<file path="src/sha_pkg.sv">
// ----------------------------------------------------------------------------
// SHA-256 shared definitions
// Queue entry type, initial hash values, round constants and round functions.
// ----------------------------------------------------------------------------
package sha_pkg;

  typedef struct packed {
    logic [7:0] msg_byte;
    logic       byte_valid;
    logic       last_item;
  } sha_item_t;

  localparam logic [31:0] IV [8] = '{
    32'h6a09e667, 32'hbb67ae85, 32'h3c6ef372, 32'ha54ff53a,
    32'h510e527f, 32'h9b05688c, 32'h1f83d9ab, 32'h5be0cd19
  };

  localparam logic [31:0] ROUND_K [64] = '{
    32'h428a2f98, 32'h71374491, 32'hb5c0fbcf, 32'he9b5dba5,
    32'h3956c25b, 32'h59f111f1, 32'h923f82a4, 32'hab1c5ed5,
    32'hd807aa98, 32'h12835b01, 32'h243185be, 32'h550c7dc3,
    32'h72be5d74, 32'h80deb1fe, 32'h9bdc06a7, 32'hc19bf174,
    32'he49b69c1, 32'hefbe4786, 32'h0fc19dc6, 32'h240ca1cc,
    32'h2de92c6f, 32'h4a7484aa, 32'h5cb0a9dc, 32'h76f988da,
    32'h983e5152, 32'ha831c66d, 32'hb00327c8, 32'hbf597fc7,
    32'hc6e00bf3, 32'hd5a79147, 32'h06ca6351, 32'h14292967,
    32'h27b70a85, 32'h2e1b2138, 32'h4d2c6dfc, 32'h53380d13,
    32'h650a7354, 32'h766a0abb, 32'h81c2c92e, 32'h92722c85,
    32'ha2bfe8a1, 32'ha81a664b, 32'hc24b8b70, 32'hc76c51a3,
    32'hd192e819, 32'hd6990624, 32'hf40e3585, 32'h106aa070,
    32'h19a4c116, 32'h1e376c08, 32'h2748774c, 32'h34b0bcb5,
    32'h391c0cb3, 32'h4ed8aa4a, 32'h5b9cca4f, 32'h682e6ff3,
    32'h748f82ee, 32'h78a5636f, 32'h84c87814, 32'h8cc70208,
    32'h90befffa, 32'ha4506ceb, 32'hbef9a3f7, 32'hc67178f2
  };

  localparam logic [7:0] PAD_BYTE   = 8'h80;
  localparam int         LEN_BYTES  = 8;
  localparam int         BLK_BYTES  = 64;
  localparam logic [5:0] LEN_START  = 6'(BLK_BYTES - LEN_BYTES);

  function automatic logic [31:0] rotr(input logic [31:0] x, input int n);
    rotr = (x >> n) | (x << (32 - n));
  endfunction

  function automatic logic [31:0] sig0(input logic [31:0] x);
    sig0 = rotr(x, 7) ^ rotr(x, 18) ^ (x >> 3);
  endfunction

  function automatic logic [31:0] sig1(input logic [31:0] x);
    sig1 = rotr(x, 17) ^ rotr(x, 19) ^ (x >> 10);
  endfunction

  function automatic logic [31:0] bsig0(input logic [31:0] x);
    bsig0 = rotr(x, 2) ^ rotr(x, 13) ^ rotr(x, 22);
  endfunction

  function automatic logic [31:0] bsig1(input logic [31:0] x);
    bsig1 = rotr(x, 6) ^ rotr(x, 11) ^ rotr(x, 25);
  endfunction

endpackage

</file>
<file path="src/sha_front.sv">
// ----------------------------------------------------------------------------
// SHA-256 front end
// Accepts input transactions, drops empty ones and queues the rest.
// ----------------------------------------------------------------------------
module sha_front (
  input  logic              clk,
  input  logic              rst_n,
  input  logic              in_tvalid,
  output logic              in_tready,
  input  logic [7:0]        in_tdata,
  input  logic              in_tuser,
  input  logic              in_tlast,
  output logic              q_valid,
  input  logic              q_pop,
  output sha_pkg::sha_item_t q_item
);
  import sha_pkg::*;

  localparam int DEPTH = 4;

  sha_item_t  mem_r [DEPTH];
  logic [1:0] wptr_r, wptr_nxt;
  logic [1:0] rptr_r, rptr_nxt;
  logic [2:0] cnt_r, cnt_nxt;
  logic       push;

  assign in_tready = (cnt_r != 3'(DEPTH));
  // An item with neither a byte nor an end mark changes nothing.
  assign push      = in_tvalid && in_tready && (in_tuser || in_tlast);
  assign q_valid   = (cnt_r != 3'd0);
  assign q_item    = mem_r[rptr_r];

  always_comb begin
    wptr_nxt = push  ? wptr_r + 2'd1 : wptr_r;
    rptr_nxt = q_pop ? rptr_r + 2'd1 : rptr_r;
    cnt_nxt  = cnt_r + 3'(push) - 3'(q_pop);
  end

  always_ff @(posedge clk) begin
    if (!rst_n) begin
      wptr_r <= '0;
      rptr_r <= '0;
      cnt_r  <= '0;
    end else begin
      wptr_r <= wptr_nxt;
      rptr_r <= rptr_nxt;
      cnt_r  <= cnt_nxt;
    end
  end

  always_ff @(posedge clk) begin
    if (push) begin
      mem_r[wptr_r] <= '{msg_byte: in_tdata, byte_valid: in_tuser, last_item: in_tlast};
    end
  end

`ifndef NO_ASSERTIONS
  a_cnt_bound: assert property (@(posedge clk) disable iff (!rst_n)
    cnt_r <= 3'(DEPTH)) else $error("queue count above depth");
  a_pop_nonempty: assert property (@(posedge clk) disable iff (!rst_n)
    q_pop |-> cnt_r != 3'd0) else $error("pop from empty queue");
`endif

endmodule

</file>
<file path="src/sha_core.sv">
// ----------------------------------------------------------------------------
// SHA-256 back end
// Block assembly, padding, one-round-per-cycle compression and digest output.
// ----------------------------------------------------------------------------
module sha_core #(
  parameter int LENGTH_BITS = 64
) (
  input  logic               clk,
  input  logic               rst_n,
  input  logic               q_valid,
  output logic               q_pop,
  input  sha_pkg::sha_item_t q_item,
  output logic               out_tvalid,
  input  logic               out_tready,
  output logic [2:0]         out_widx,
  output logic [31:0]        out_word,
  output logic               out_tlast
);
  import sha_pkg::*;

  typedef enum logic [5:0] {
    S_IDLE   = 6'b000001,
    S_PAD    = 6'b000010,
    S_LEN    = 6'b000100,
    S_ROUND  = 6'b001000,
    S_FINISH = 6'b010000,
    S_EMIT   = 6'b100000
  } state_t;

  state_t                 st_r, st_nxt;
  logic [5:0]             rnd_r;
  logic                   last_pend_r, last_pend_nxt;
  logic                   emit_after_r, emit_after_nxt;
  logic                   len_after_r, len_after_nxt;
  logic [2:0]             widx_r, widx_nxt;
  logic [LENGTH_BITS-1:0] cnt_r;
  logic [31:0]            chain_r [8];
  logic [31:0]            wv_r [8];
  logic [31:0]            win_r [16];
  logic                   start_cmp;
  logic                   out_done;
  logic [5:0]             pos;
  logic [63:0]            len64;
  logic [31:0]            t1, t2, w_new;

  assign pos        = cnt_r[8:3];
  assign out_tvalid = (st_r == S_EMIT);
  assign out_widx   = widx_r;
  assign out_word   = chain_r[widx_r];
  assign out_tlast  = (widx_r == 3'd7);
  assign out_done   = out_tvalid && out_tready && out_tlast;

  always_comb begin
    len64 = '0;
    len64[LENGTH_BITS-1:0] = cnt_r;
  end

  assign t1 = wv_r[7] + bsig1(wv_r[4]) + ((wv_r[4] & wv_r[5]) ^ (~wv_r[4] & wv_r[6]))
            + ROUND_K[rnd_r] + win_r[0];
  assign t2 = bsig0(wv_r[0]) + ((wv_r[0] & wv_r[1]) ^ (wv_r[0] & wv_r[2]) ^ (wv_r[1] & wv_r[2]));
  assign w_new = sig1(win_r[14]) + win_r[9] + sig0(win_r[1]) + win_r[0];

  always_comb begin
    st_nxt         = st_r;
    last_pend_nxt  = last_pend_r;
    emit_after_nxt = emit_after_r;
    len_after_nxt  = len_after_r;
    widx_nxt       = widx_r;
    q_pop          = 1'b0;
    start_cmp      = 1'b0;
    case (st_r)
      S_IDLE: begin
        if (q_valid) begin
          q_pop = 1'b1;
          if (q_item.byte_valid && pos == 6'(BLK_BYTES - 1)) begin
            start_cmp      = 1'b1;
            last_pend_nxt  = q_item.last_item;
            emit_after_nxt = 1'b0;
            len_after_nxt  = 1'b0;
            st_nxt         = S_ROUND;
          end else if (q_item.last_item) begin
            st_nxt = S_PAD;
          end
        end
      end
      S_PAD: begin
        start_cmp     = 1'b1;
        last_pend_nxt = 1'b0;
        // No room for the length field: it goes into an extra block.
        len_after_nxt  = (pos >= LEN_START);
        emit_after_nxt = (pos < LEN_START);
        st_nxt         = S_ROUND;
      end
      S_LEN: begin
        start_cmp      = 1'b1;
        len_after_nxt  = 1'b0;
        emit_after_nxt = 1'b1;
        st_nxt         = S_ROUND;
      end
      S_ROUND: begin
        if (rnd_r == 6'd63) begin
          st_nxt = S_FINISH;
        end
      end
      S_FINISH: begin
        if (emit_after_r) begin
          st_nxt = S_EMIT;
        end else if (len_after_r) begin
          st_nxt = S_LEN;
        end else if (last_pend_r) begin
          st_nxt = S_PAD;
        end else begin
          st_nxt = S_IDLE;
        end
      end
      S_EMIT: begin
        if (out_tready) begin
          widx_nxt = widx_r + 3'd1;
          if (out_tlast) begin
            emit_after_nxt = 1'b0;
            st_nxt         = S_IDLE;
          end
        end
      end
      default: begin
        st_nxt = S_IDLE;
      end
    endcase
  end

  always_ff @(posedge clk) begin
    if (!rst_n) begin
      st_r         <= S_IDLE;
      rnd_r        <= '0;
      last_pend_r  <= 1'b0;
      emit_after_r <= 1'b0;
      len_after_r  <= 1'b0;
      widx_r       <= '0;
      cnt_r        <= '0;
      chain_r      <= IV;
    end else begin
      st_r         <= st_nxt;
      last_pend_r  <= last_pend_nxt;
      emit_after_r <= emit_after_nxt;
      len_after_r  <= len_after_nxt;
      widx_r       <= widx_nxt;
      if (st_r == S_ROUND) begin
        rnd_r <= rnd_r + 6'd1;
      end
      if (q_pop && q_item.byte_valid) begin
        cnt_r <= cnt_r + LENGTH_BITS'(8);
      end else if (out_done) begin
        cnt_r <= '0;
      end
      if (st_r == S_FINISH) begin
        for (int i = 0; i < 8; i++) begin
          chain_r[i] <= chain_r[i] + wv_r[i];
        end
      end else if (out_done) begin
        chain_r <= IV;
      end
    end
  end

  // Working variables.
  always_ff @(posedge clk) begin
    if (start_cmp) begin
      wv_r <= chain_r;
    end else if (st_r == S_ROUND) begin
      wv_r[0] <= t1 + t2;
      wv_r[1] <= wv_r[0];
      wv_r[2] <= wv_r[1];
      wv_r[3] <= wv_r[2];
      wv_r[4] <= wv_r[3] + t1;
      wv_r[5] <= wv_r[4];
      wv_r[6] <= wv_r[5];
      wv_r[7] <= wv_r[6];
    end
  end

  // Block words double as the rolling schedule window.
  always_ff @(posedge clk) begin
    case (st_r)
      S_IDLE: begin
        if (q_pop && q_item.byte_valid) begin
          win_r[pos[5:2]][{~pos[1:0], 3'b000} +: 8] <= q_item.msg_byte;
        end
      end
      S_PAD: begin
        for (int j = 0; j < BLK_BYTES; j++) begin
          if (6'(j) == pos) begin
            win_r[j / 4][(3 - j % 4) * 8 +: 8] <= PAD_BYTE;
          end else if (6'(j) > pos) begin
            win_r[j / 4][(3 - j % 4) * 8 +: 8] <= 8'h00;
          end
        end
        if (pos < LEN_START) begin
          win_r[14] <= len64[63:32];
          win_r[15] <= len64[31:0];
        end
      end
      S_LEN: begin
        for (int k = 0; k < 14; k++) begin
          win_r[k] <= '0;
        end
        win_r[14] <= len64[63:32];
        win_r[15] <= len64[31:0];
      end
      S_ROUND: begin
        for (int k = 0; k < 15; k++) begin
          win_r[k] <= win_r[k + 1];
        end
        win_r[15] <= w_new;
      end
      default: begin
      end
    endcase
  end

`ifndef NO_ASSERTIONS
  a_round_end: assert property (@(posedge clk) disable iff (!rst_n)
    (st_r == S_ROUND && rnd_r == 6'd63) |=> st_r == S_FINISH)
    else $error("compression did not finish after round 63");
  a_msg_restart: assert property (@(posedge clk) disable iff (!rst_n)
    out_done |=> (cnt_r == '0 && chain_r[0] == IV[0] && chain_r[7] == IV[7]))
    else $error("state not restored after digest");
  a_pop_idle: assert property (@(posedge clk) disable iff (!rst_n)
    q_pop |-> st_r == S_IDLE) else $error("queue popped while busy");
  a_round_idle: assert property (@(posedge clk) disable iff (!rst_n)
    st_r != S_ROUND |-> rnd_r == 6'd0) else $error("round counter not at zero");
`endif

endmodule

</file>
<file path="src/sha256_digest_engine.sv">
// ----------------------------------------------------------------------------
// SHA-256 digest engine
// Hashes a byte stream and returns the 256-bit digest as eight 32-bit words.
// ----------------------------------------------------------------------------
//
//  Channel  Direction  Payload
//  in_*     slave      tdata[7:0] message byte, tuser byte valid, tlast end
//  out_*    master     tdata[2:0] word index, tdata[34:3] digest word, tlast
//
// A byte that does not complete a block is absorbed while the back end is idle. The 64th
// byte of a block starts a compression of 64 rounds at one round per cycle, set by
// the single round unit, followed by the chaining add; the back end takes no further
// byte from the queue until that compression is through. An end-of-message
// transaction costs one or two further compressions plus eight output words.
// A four-entry queue lets the input keep accepting while the back end works.
// Reset is synchronous, active low, and returns the engine to an empty message.
module sha256_digest_engine #(
  parameter int LENGTH_BITS = 64
) (
  input  logic        clk,
  input  logic        rst_n,
  input  logic        in_tvalid,
  output logic        in_tready,
  input  logic [7:0]  in_tdata,   // [7:0] msg_byte
  input  logic        in_tuser,   // [0] byte_valid
  input  logic        in_tlast,
  output logic        out_tvalid,
  input  logic        out_tready,
  output logic [39:0] out_tdata,  // [2:0] word_index, [34:3] digest_word, zero fill
  output logic        out_tlast
);
  import sha_pkg::*;

  sha_item_t   q_item;
  logic        q_valid;
  logic        q_pop;
  logic [2:0]  widx;
  logic [31:0] word;

  sha_front u_front (
    .clk       (clk),
    .rst_n     (rst_n),
    .in_tvalid (in_tvalid),
    .in_tready (in_tready),
    .in_tdata  (in_tdata),
    .in_tuser  (in_tuser),
    .in_tlast  (in_tlast),
    .q_valid   (q_valid),
    .q_pop     (q_pop),
    .q_item    (q_item)
  );

  sha_core #(
    .LENGTH_BITS (LENGTH_BITS)
  ) u_core (
    .clk        (clk),
    .rst_n      (rst_n),
    .q_valid    (q_valid),
    .q_pop      (q_pop),
    .q_item     (q_item),
    .out_tvalid (out_tvalid),
    .out_tready (out_tready),
    .out_widx   (widx),
    .out_word   (word),
    .out_tlast  (out_tlast)
  );

  // The output words come straight from registers of the back end.
  assign out_tdata = {5'b00000, word, widx};

endmodule

</file>
<file path="config.mk">
export PLATFORM = sky130hd
export DESIGN_NAME = sha256_digest_engine
export DESIGN_NICKNAME = d
export VERILOG_FILES = /design/src/sha_pkg.sv /design/src/sha_front.sv /design/src/sha_core.sv /design/src/sha256_digest_engine.sv
export SDC_FILE = /design/constraint.sdc
export NUM_CORES = 2
export LEC_CHECK = 0
export BUFFER_PORTS_ARGS = -buffer_cell sky130_fd_sc_hd__buf_2
export CORE_ASPECT_RATIO = 0.9
export CORE_MARGIN = 2
export CORE_UTILIZATION = 60
export CTS_BUF_LIST = sky130_fd_sc_hd__clkbuf_2 sky130_fd_sc_hd__clkbuf_4 sky130_fd_sc_hd__clkbuf_8
export CTS_CLUSTER_DIAMETER = 60
export CTS_CLUSTER_SIZE = 8
export DETAILED_ROUTE_END_ITERATION = 8
export PLACE_DENSITY = 0.76
export SLEW_MARGIN = 25
export SYNTH_ARGS = -nofsm -noshare
export SYNTH_HDL_FRONTEND = slang
export SYNTH_HIERARCHICAL = 1
export SYNTH_SLANG_ARGS = --single-unit
export TNS_END_PERCENT = 10
</file>
<file path="constraint.sdc">
create_clock -name clk -period 29.5 [get_ports clk]
set_input_delay 5.9 -clock clk [delete_from_list [all_inputs] [get_ports clk]]
set_output_delay 5.9 -clock clk [all_outputs]
set_load 0.005 [all_outputs]
</file>
* After elaboration in Yosys (flattened, before gate mapping)
Memories as Yosys holds them, arrays and structs flattened. A register that Yosys moved wholly into a read port is not among the register bits.
Index checks and enable logic that the tools add are counted.
** Word-level totals
- Register bits after elaboration :: 601
- Memory bits (writable) :: 552
- Memory bits (read-only) :: 2048
- Input bits :: 14
- Output and inout bits :: 43
- Logic and storage cells :: 1156
- Memories kept :: 3
** Operators by class
- Add/subtract/negate cells :: 26
- Order comparisons :: 68
- Eq/ne operators :: 79
- Shifts and indexed selects :: 2
- Mux-type cells :: 700
- Bitwise gates (word level) :: 230
- Reductions and logical operators :: 22
** Memory list
- (no name shown) :: depth 64, bits a word 32, read ports 1, clocked after memory_dff 0, write ports 0, line sha_core.sv:59 : + ROUND_K[rnd_r] + win_r[0];
- u_core.win_r :: depth 16, bits a word 32, read ports 16, clocked after memory_dff 0, write ports 16, line sha_core.sv:39 : logic [31:0] win_r [16];
- u_front.mem_r :: depth 4, bits a word 10, read ports 1, clocked after memory_dff 1, write ports 1, line sha_front.sv:21 : sha_item_t mem_r [DEPTH];
** Operators with widths (number)
- $mux W8 :: 200
- $mux W256 :: 4
- $add A32 B32 Y32 :: 18
- $mux W1 :: 469
- $xor A32 B32 Y32 :: 9
- $mux W32 :: 7
- $or A1 B1 Y1 :: 200
- $eq A6 B6 Y1 const A :: 32
- $gt A6 B6 Y1 const A :: 32
- $and A32 B32 Y32 :: 5
- $mux W64 :: 2
- $bmux W32 S3 :: 1
- $eq A5 B6 Y1 const A :: 16
- $gt A5 B6 Y1 const A :: 16
- $add A64 B4 Y64 const B :: 1
- $eq A4 B6 Y1 const A :: 8
- $gt A4 B6 Y1 const A :: 8
- $mux W6 :: 8
- $not A32 Y32 :: 1
- $or A10 B32 Y32 :: 1
- $or A13 B32 Y32 :: 1
- $or A14 B32 Y32 :: 1
- $or A15 B32 Y32 :: 1
- $or A19 B32 Y32 :: 1
- 56 further kinds :: 85

* Depth between registers and ports, before layout
- Depth after elaboration :: 10
- Mapped depth :: 35
- Depth with buffers taken out :: 34

* By module
The synthesis kept the hierarchy.
** By module, submodules not included
- sha_core :: instances 1, cells an instance 8798, area each 76128.0 um^2, seq. area each 27206.1 um^2
- sha_front :: instances 1, cells an instance 100, area each 1904.3 um^2, seq. area each 1381.3 um^2
- sha256_digest_engine :: instances 1, cells an instance 6, area each 41.3 um^2, seq. area each 0.0 um^2

* Worst setup path after synthesis
OpenSTA, ideal clock, no wires.
- Path kind :: register -> register
- Start :: reg u_core.cnt_r[3]
- End :: reg u_core/wv_r[0] (netlist name), enable pin
- Setup time :: 1.227 ns
- Arrival time :: 18.999 ns
- Data required time :: 28.273 ns
- Setup slack :: 9.274 ns
- Cell stages (with the launch flop) :: 6
- Path buffers :: 0
- Clock period less this slack :: 20.226 ns
- Cells stage by stage :: dfxtp_1 ha_1 and3_1 and3_1 nand2_1 o21ai_0
** Between the ends
- Cells in the longest elaborated chain, start to end :: 6
** Ends and longest elaborated chain
- start, declared :: line sha_core.sv:36 : logic [LENGTH_BITS-1:0] cnt_r;
- start signal, assigned :: line sha_core.sv:151 : cnt_r <= cnt_r + LENGTH_BITS'(8);
- $eq A6 B6 Y1 :: line sha_core.sv:75 : if (q_item.byte_valid && pos == 6'(BLK_BYTES - 1)) begin
- $logic_and A1 B1 Y1 :: line sha_core.sv:75
- $mux W1 :: line sha_core.sv:75
- $mux W1 :: line sha_core.sv:73 : if (q_valid) begin
- $pmux W1 S2 :: line sha_core.sv:71 : case (st_r)
- $reduce_bool A2 Y1 (no line)
- end signal, assigned :: line sha_core.sv:168 : wv_r <= chain_r;
- end, declared :: line sha_core.sv:38 : logic [31:0] wv_r [8];
No other way between the ends.
A chain may end at the register's enable or synchronous reset.

* Final worst setup path
- Start :: reg u_core.rnd_r[0]
- End :: reg u_core/wv_r[254] (netlist name), data pin
** Between the ends
- Cells in the longest elaborated chain, start to end :: 9
** Ends and longest elaborated chain
- start, declared :: line sha_core.sv:31 : logic [5:0] rnd_r;
- start signal, assigned :: line sha_core.sv:148 : rnd_r <= rnd_r + 6'd1;
- $not A6 Y7 (implied by the code) :: line sha_core.sv:59
- $mem_v2 Z64 W32
- $mux W32 (implied by the code) (2 in series) :: line sha_core.sv:59
- $add A32 B32 Y32 (2 in series) :: line sha_core.sv:59
- $add A32 B32 Y32 :: line sha_core.sv:170 : wv_r[0] <= t1 + t2;
- $mux W256 :: line sha_core.sv:169 : end else if (st_r == S_ROUND) begin
- $mux W256 :: line sha_core.sv:167 : if (start_cmp) begin
No other way between the ends. The select of a mux whose other input is x is not followed.

==> flow_summary.yaml <==
placed_design:
  place.gp.congestion: 1.05
  port_buffers: 51
  hpwl_um: 221000
  dp_cells: 10200
detailed_routing:
  vias_per_cell: 6.88
  dr_total_vias: 72500
  ant_nets: 0
  route.detailed.drc: 0
  detail_route.iter0.violations: 12000
  drt_wl_total_um: 299000
  dr.pass1.iters: 8
  wl_per_cell_um: 28.4
clocking:
  cts_hold_buf: 0
  cts-root-buf: "clkbuf_8"
  clock_latency_ns: 0.96
  cts.sinks: 1152
  post_cts_resized: 0
  cts_setup_buffers: 0
  htree_levels: 4
  tritoncts: "done"
  cts_buffers: 167
  clk_pin_slew_ns: 0.07
  clk_path_buf_depth: 3
finish:
  multi_input_area_mm2: 0.0465
  drive_above_1_share_pct: 8.05
  layout.cells.non_filler: 10500
  fill_cells: 10900
  fin_nets: 9313
  layout.area.seq_mm2: 0.0286
  area.growth.synth_to_final_pct: 6.18
  final_core_util_pct: 64.2
timing:
  fin_crit_sh_pct: 36.2
  final.setup_skew_ns: 0.0670
  worst_slew_pin_slew_ns: 1.21
  fmax_mhz: 93.6
  maxSlewViolCount: 0
  fin_crit_ns: 10.68
  maxSlewHeadroom_pct: 18.4
  setup-tns-final_ns: 0
  final-hold-violation-count: 0
  finalSetupViolCount: 0
  rsz0062_at_grt: "false"
worst_setup_path:
  crit_top_cell: "fa_1"
  end_kind: "flip-flop"
  cp-start-kind: "flip-flop"
  worstSetupPathType: "flip-flop to flip-flop"
  cpMaxStageDelayCell: "ha_1"
  crit_path_max_incr_delay_ns: 0.95
  crit_buf_inv: 3
  cp_max_fo: 24
  worstPathRequired_ns: 30.12
  cp.arrival_ns: 11.30
  crit_family: "compound AO/OA/AOI/OAI gates"
synthesis:
  syn_area_per_cell_um2: 8.77
  ys.flop_type: "dfxtp_1"
  yosysUniqueCellTypes: 105
  ys_ff_latch: 1152
  yosysTopAreaCellShare_pct: 21.2
  synth_edf_count: 552
  netlist_area_mm2: 0.0781
  yosys_warnings: 6
  ys_async_sr_fraction_pct: 0
  synth_top_area_cell: "edfxtp_1"
  ys_seq_area_share_pct: 36.6
  synthTopCellsByArea: "edfxtp_1 21%, dfxtp_1 15%, nand2_1 7.0%"
  netlist_instances: 8904
die:
  placeableCoreArea_mm2: 0.129
  num_rows: 125
  dieHeight_um: 346
  ios: 57
  die_w_um: 384
  start_util_pct: 60.5
  die_area_mm2: 0.133
global_route:
  antenna_found_initial: 12
  grt.total_usage_pct: 43.9
  grt_start_max_net_pins: 214
  grt_pass1_wl_um: 436000
  grt_pass1_vias: 66300
  gr-total-overflow: 0
run_status:
  status: "finished clean"
hold_path:
  hold_class: "flip-flop to flip-flop"
run:
  maxCapViolCount: 0
## synthesized netlist by cell type (70+ instances only)
cell	instances
nand2_1	1460
o21ai_0	897
a21oi_1	711
dfxtp_1	600
nor2_1	598
edfxtp_1	552
xnor2_1	411
ha_1	404
clkbuf_1	370
inv_1	262
nand3_1	201
a21o_1	198
fa_1	196
nor3_1	175
xor2_1	151
a211oi_1	129
a22oi_1	100
buf_2	81
mux4_2	80
nand2b_1	79
buf_1	70
mux2_2	70
## sequential cells by signal (all words and copies together), names as in the netlist, 3 cells and up, named ones only
signal / cells
u_core/win_r: 512
u_core/cnt_r: 61
u_front/cnt_r: 3
u_core/chain_r: 256
u_core/wv_r: 256
u_core/rnd_r: 6
u_core/out_widx: 3
u_front/mem_r: 40
u_core/st_r: 6
## routing by layer
| metal | track usage, % | wire, um | share of wire, % |
|---|---|---|---|
| met1 | 64.9 | 121000 | 41 |
| met2 | 56.7 | 114000 | 38 |
| met3 | 19.5 | 53700 | 18 |
| met4 | 13.3 | 10200 | 3.4 |
| met5 | 0 | 50 | 0.017 |
## cell usage in the layout (no fill, tap or decap), types with 58 or more instances in the layout
cell	count
a211oi_1	129
nand2b_1	79
edfxtp_1	552
clkbuf_8	170
mux2_2	70
mux4_2	80
nor3_1	174
a21oi_1	710
dfxtp_1	593
o21ai_0	880
xor2_1	151
and2_1	63
buf_4	95
nand2_1	1459
nand3_1	199
o21a_1	60
clkbuf_4	98
a31oi_1	66
inv_1	261
fa_1	196
o211ai_1	58
xnor2_1	411
a22oi_1	100
ha_1	404
nor2_1	594
o21bai_1	59
a21o_1	198
## tightest hold or removal path, stage by stage (launching register included)
cell and delay (ns):
dfxtp_1 0.31, nand2_1 0.05, a21oi_1 0.05
## cells by family (layout without fill, tap and decap cells)
group / Yosys count / count (layout) / share of synthesized area, %
multiplexers: 186 / 186 / 3.78
XOR/XNOR: 562 / 562 / 6.30
AO/OA/AOI/OAI: 2694 / 2694 / 21.3
adder cells (fa/ha/maj): 631 / 631 / 11.9
flip-flops: 1152 / 1152 / 36.6
AND/OR/NAND/NOR: 2884 / 2884 / 16.1
other: 1 / 12 / 0.00480
buffers and inverters: 794 / 708 / 3.99
## worst paths after layout
check                                   startpoint                               end  slack (ns)  cells after the start
setup / recovery      u_core/rnd_r[0]$_SDFFE_PN0P_        u_core/wv_r[254]$_DFFE_PP_       18.82                     30
hold / removal    u_core/win_r[5][19]$_SDFFE_PP0P_  u_core/win_r[4][19]$_SDFFE_PP0P_        0.43                      2
setup reg to reg      u_core/rnd_r[0]$_SDFFE_PN0P_        u_core/wv_r[254]$_DFFE_PP_       18.82                     30
hold reg to reg   u_core/win_r[5][19]$_SDFFE_PP0P_  u_core/win_r[4][19]$_SDFFE_PP0P_        0.43                      2
## through the flow
stage | worst slack (ns) | hold WS [ns] | cell area (um2)
detailed placement | 19.20 | 0.442 | 79300
floorplan | 9.27 | 0.427 | 78100
CTS | 19.15 | 0.450 | 82800
global placement | 19.15 | 0.437 | 79300
global route | 18.48 | 0.468 | 82900
finish | 18.82 | 0.434 | 82900
## area by class of cell
type,instances,area share (%)
well taps,1714,2.59
multi-input cells,6962,56.2
clock inverters,24,0.509
diodes,7,0.0211
flip-flops and latches,1152,34.5
clock buffers,268,3.71
repair buffers,151,1.31
inverters,265,1.21
Power is not shown: default switching activity piles up to over one toggle a cycle in this logic, so the estimate is an artifact.
